<file path="config.mk">
export PLATFORM = sky130hd
export DESIGN_NAME = vpda_sqrt
export DESIGN_NICKNAME = d
export VERILOG_FILES = /design/src/hw/rtl/vector_pair_distance_angle_area_core_assert.svh /design/src/hw/rtl/vpda_pkg.sv /design/src/hw/rtl/vpda_sqrt.sv
export SDC_FILE = /design/constraint.sdc
export NUM_CORES = 2
export LEC_CHECK = 0
export BUFFER_PORTS_ARGS = -buffer_cell sky130_fd_sc_hd__buf_2
export CORE_ASPECT_RATIO = 0.5
export CORE_MARGIN = 2
export CORE_UTILIZATION = 64
export CTS_BUF_LIST = sky130_fd_sc_hd__clkbuf_4 sky130_fd_sc_hd__clkbuf_8 sky130_fd_sc_hd__clkbuf_16
export DETAILED_ROUTE_END_ITERATION = 8
export PLACE_DENSITY = 0.83
export SLEW_MARGIN = 20
export SYNTH_ARGS = -nofsm -noshare
export SYNTH_HDL_FRONTEND = slang
export SYNTH_SLANG_ARGS = --single-unit
</file>
<file path="constraint.sdc">
create_clock -name i_clk -period 7 [get_ports i_clk]
set_clock_uncertainty 0.05 [all_clocks]
set_input_delay 1.05 -clock i_clk [delete_from_list [all_inputs] [get_ports i_clk]]
set_output_delay 1.05 -clock i_clk [all_outputs]
set_load 0.005 [all_outputs]
</file>
<file path="src/hw/rtl/vector_pair_distance_angle_area_core_assert.svh">
// assertion macros for the vector pair distance, angle and area core
// no dependencies; included by the top-level core, which checks its own logic
`ifndef VECTOR_PAIR_DISTANCE_ANGLE_AREA_CORE_ASSERT_SVH
`define VECTOR_PAIR_DISTANCE_ANGLE_AREA_CORE_ASSERT_SVH
`ifndef SYNTHESIS
`define VPDA_ASSERT_IMP(label, clk, rst_n, ante, cons) \
    label: assert property (@(posedge clk) disable iff (!rst_n) (ante) |-> (cons)) \
        else $error("assertion failed");
`define VPDA_ASSERT_NEXT(label, clk, rst_n, ante, cons) \
    label: assert property (@(posedge clk) disable iff (!rst_n) (ante) |=> (cons)) \
        else $error("assertion failed");
`else
`define VPDA_ASSERT_IMP(label, clk, rst_n, ante, cons)
`define VPDA_ASSERT_NEXT(label, clk, rst_n, ante, cons)
`endif
`endif

</file>
<file path="src/hw/rtl/vpda_pkg.sv">
// shared constants for the vector pair distance, angle and area core
// no dependencies
package vpda_pkg;

    localparam int DIST_W       = 26;
    localparam int ANGLE_W      = 24;
    localparam int AREA_W       = 38;
    localparam int CORDIC_STEPS = 23;
    localparam int SQ_ST        = 16;

    localparam logic [ANGLE_W-1:0] DEG45  = 24'd2949120;
    localparam logic [ANGLE_W-1:0] DEG90  = 24'd5898240;
    localparam logic [ANGLE_W-1:0] DEG180 = 24'd11796480;

    localparam logic [ANGLE_W-1:0] ATAN_TAB [CORDIC_STEPS] = '{
        24'd2949120, 24'd1740967, 24'd919879, 24'd466945, 24'd234379, 24'd117304,
        24'd58666, 24'd29335, 24'd14668, 24'd7334, 24'd3667, 24'd1833, 24'd917,
        24'd458, 24'd229, 24'd115, 24'd57, 24'd29, 24'd14, 24'd7, 24'd4, 24'd2, 24'd1
    };

endpackage

</file>
<file path="src/hw/rtl/vpda_sqrt.sv">
// pipelined integer square root, two result bits per stage
// depends on vpda_pkg; root and remainder come out of the last of SQ_ST registered stages
module vpda_sqrt #(
    parameter int RAD_W = 50
) (
    input  logic                   i_clk,
    input  logic                   i_en,
    input  logic [RAD_W-1:0]       i_rad,
    output logic [RAD_W/2-1:0]     o_root,
    output logic [RAD_W/2+1:0]     o_rem
);
    import vpda_pkg::*;

    localparam int RW   = RAD_W / 2;
    localparam int SQ_N = RAD_W / 2;

    logic [RAD_W-1:0] r_rad  [SQ_ST];
    logic [RW-1:0]    r_root [SQ_ST];
    logic [RW+1:0]    r_rem  [SQ_ST];

    for (genvar k = 0; k < SQ_ST; k++) begin : g_stg
        logic [RAD_W-1:0] w_rad;
        logic [RW-1:0]    w_root [3];
        logic [RW+1:0]    w_rem  [3];

        if (k == 0) begin : g_first
            assign w_rad     = i_rad;
            assign w_root[0] = '0;
            assign w_rem[0]  = '0;
        end else begin : g_next
            assign w_rad     = r_rad[k-1];
            assign w_root[0] = r_root[k-1];
            assign w_rem[0]  = r_rem[k-1];
        end

        for (genvar j = 0; j < 2; j++) begin : g_step
            localparam int S   = 2 * k + j;
            localparam int IDX = (S < SQ_N) ? 2 * (SQ_N - 1 - S) : 0;
            if (S < SQ_N) begin : g_act
                logic [RW+3:0] t_rem;
                logic [RW+3:0] trial;
                logic          take;
                assign t_rem = {w_rem[j], w_rad[IDX +: 2]};
                assign trial = (RW+4)'({w_root[j], 2'b01});
                assign take  = (t_rem >= trial);
                assign w_root[j+1] = {w_root[j][RW-2:0], take};
                assign w_rem[j+1]  = take ? (RW+2)'(t_rem - trial) : (RW+2)'(t_rem);
            end else begin : g_idle
                assign w_root[j+1] = w_root[j];
                assign w_rem[j+1]  = w_rem[j];
            end
        end

        always_ff @(posedge i_clk) begin
            if (i_en) begin
                r_rad[k]  <= w_rad;
                r_root[k] <= w_root[2];
                r_rem[k]  <= w_rem[2];
            end
        end
    end

    assign o_root = r_root[SQ_ST-1];
    assign o_rem  = r_rem[SQ_ST-1];

endmodule

</file>
==> impl_metrics.json <==
{
  "postSynth.asyncResetShare_pct": 0,
  "dp_hpwl_um": 103000,
  "synth_xor_area_share_pct": 7.42,
  "root_buffer": "clkbuf_16",
  "min_from": "r_rad[1][23]",
  "grt.total_usage_pct": 30.3,
  "drv_cap": 0,
  "synthToLayoutAreaGrowth_pct": 8.98,
  "critPathCaptureType": "flip-flop",
  "setup_viol": 0,
  "dr.pass1.iters": 8,
  "crit_path_start": "r_root[7][12]",
  "n_fill_cell": 6089,
  "core_mm2": 0.0863,
  "die_area_mm2": 0.0900,
  "layout_commonest_cell": "edfxtp_1",
  "final_cell_area_mm2": 0.0610,
  "power_density_mw_per_mm2": 361,
  "start_kind": "flip-flop",
  "cp.required_ps": 7400,
  "ys_types": 91,
  "cts_tree": "done",
  "netlist_area_mm2": 0.0560,
  "rsz0062_at_grt": "false",
  "fin_crit_sh_pct": 93.0,
  "wl_um": 138000,
  "rows": 76,
  "yosysSeqAreaShare_pct": 51.5,
  "io_pins": 104,
  "drtIter0Drc": 4383,
  "yosysTopAreaCellShare_pct": 51.5,
  "n_antenna_cell": 0,
  "yosys_warnings": 0,
  "cts-resized-gates": 0,
  "htree_levels": 3,
  "numCtsBuffers": 85,
  "initial_core_util_pct": 64.8,
  "cts_hold_buf": 0,
  "clk_latency_ps": 720,
  "synthTopCellsByArea": "edfxtp_1, ha_1, xnor2_1",
  "hold_path.class": "flip-flop to flip-flop",
  "viasPerCell": 6.26,
  "crit_fanout": 24,
  "fin_setup_tns_ps": 0,
  "die_h_um": 213,
  "grt_pass1_vias": 39700,
  "wl_per_cell_um": 21.1,
  "hold_viol": 0,
  "drc": 0,
  "place_congestion": 0.989,
  "io_buffers": 103,
  "cts_num_sinks": 960,
  "slew_viol_final": 0,
  "slew-limit-headroom_pct": 33.5,
  "grt-ovfl-total": 0,
  "clock_path_buffers": 3,
  "p_leak_nw": 24.0,
  "yosys.area.top_type": "edfxtp_1",
  "vias": 41200,
  "grt_max_degree": 172,
  "drive_above_1_share_pct": 8.14,
  "post-route-min-period_ps": 6510,
  "avgSynthCellArea_um2": 10.8,
  "final_cell_mix": "edfxtp_1, a21oi_1, nor2_1",
  "path_class": "flip-flop to flip-flop",
  "cp.arrival_ps": 6910,
  "placed_area_mm2": 0.0582,
  "synth_top_family_by_area": "compound AO/OA/AOI/OAI gates",
  "fin_nets": 5736,
  "synth_compound_area_share_pct": 14.7,
  "clk_pin_slew_ps": 80,
  "synth_seq_cells": 960,
  "synthesis.instances": 5186,
  "antenna_found_initial": 1,
  "postCtsSetupBuffers": 0,
  "dieWidth_um": 422,
  "synth-edff-count": 960,
  "r2r_start": "r_root[7][12]",
  "ir_worst_vdd_mv": 0.246,
  "timing.fmax_mhz": 154,
  "grt_pass1_wl_um": 215000,
  "ant_nets": 0,
  "synthAdderAreaFrac_pct": 7.82,
  "synth.area.mux_share_pct": 1.18,
  "synth_ff_type": "edfxtp_1",
  "worst_pin_slew_ps": 987,
  "yosys.area_share.simple_pct": 14.4,
  "status": "finished clean"
}
[cells in the mapped netlist, types with 19 or more instances]
cell	n
nor2_1	416
a21oi_1	432
and2_1	36
o21bai_1	37
a21o_1	171
or2_2	33
nand4_1	58
a211oi_1	34
nand2_1	387
xnor2_1	275
o211ai_1	22
o31ai_1	41
nor3b_1	25
or3_1	33
inv_1	312
a31oi_1	44
o21ai_0	254
nand2b_1	76
ha_1	350
nor4_1	73
nand3_1	107
nor3_1	128
nor2b_1	58
clkbuf_1	111
o21a_1	52
edfxtp_1	960
xor2_1	199
mux2i_1	26
and3_1	47
or4_1	27
and4_1	19
mux2_2	33
[power by group]
| group | total [mW] | internal [mW] | switching [mW] |
|---|---|---|---|
| Clock | 4.77 | 2.56 | 2.22 |
| Sequential | 8.50 | 7.74 | 0.757 |
| Combinational | 8.76 | 3.61 | 5.15 |
| Total | 22.0 | 13.9 | 8.12 |
[layer usage]
layer	GRT usage (%)	vias to the layer above	wire length, um
met5	0	-	0
met4	14.1	0	6710
met3	3.96	354	7470
met2	53.4	1548	68200
met1	37.4	19700	56100
li1	-	19600	-
[sequential cells by signal (all words and copies together), names as in the netlist]
name,flops
r_rad,288
r_rem,416
r_root,256
[area by class of cell]
| type | instances | area [um2] | area share [%] |
|---|---|---|---|
| Timing Repair Buffer | 191 | 1270 | 2.09 |
| Clock buffer | 104 | 2290 | 3.75 |
| Clock inverter | 55 | 503 | 0.825 |
| Inverter | 314 | 1180 | 1.93 |
| Multi-Input combinational cell | 3782 | 25500 | 41.7 |
| Sequential cell | 960 | 28800 | 47.3 |
| Tap cell | 1170 | 1460 | 2.40 |
[per-stage QoR]
stage / total power [mW] / std cells / hold WS (ps) / utilization [%] / setup slack (ps)
after floorplan: 14.6 / 5188 / 350 / - / 882
after global placement: 16.8 / 6417 / 350 / 67.4 / 697
after detailed placement: 17.1 / 6417 / 355 / 67.4 / 628
after CTS: 21.9 / 6576 / 366 / 70.6 / 601
after global routing: 23.2 / 6576 / 367 / 70.6 / 31.1
final: 22.0 / 6576 / 360 / 70.6 / 487
[worst paths after layout]
kind / cells past startpoint / slack, ps / endpoint
worst min register to register: 0 / 360 / r_rad[2][23]
worst max register to register: 22 / 490 / r_rem[8][1]
worst max-delay path: 22 / 490 / r_rem[8][1]
worst min-delay path: 0 / 360 / r_rad[2][23]
[critical path, cell delays in order (launching register included)]
cell      delay [ps]
edfxtp_1         480
inv_1            120
ha_1             420
and4_1           310
and3_1           240
a31oi_1          140
nand2_1          230
or2_2            390
clkinv_1         270
buf_4            280
o31ai_1          390
ha_1             350
o21ai_0          110
nand2b_1          90
and3_1           180
a221oi_1         520
o21ai_0          240
a311oi_1         430
nand3_1          160
or2_2            440
buf_12           190
nor2_1           120
a21oi_1           70
[cell families after synthesis]
family,Yosys count
muxes,61
other,1
xor gates and xnor gates,474
AOI/OAI and AO/OA,1294
DFF,960
buffers and inverters,446
and+or+nand+nor,1600
adders and majority gates,350
(Power assumes the default switching activity.)
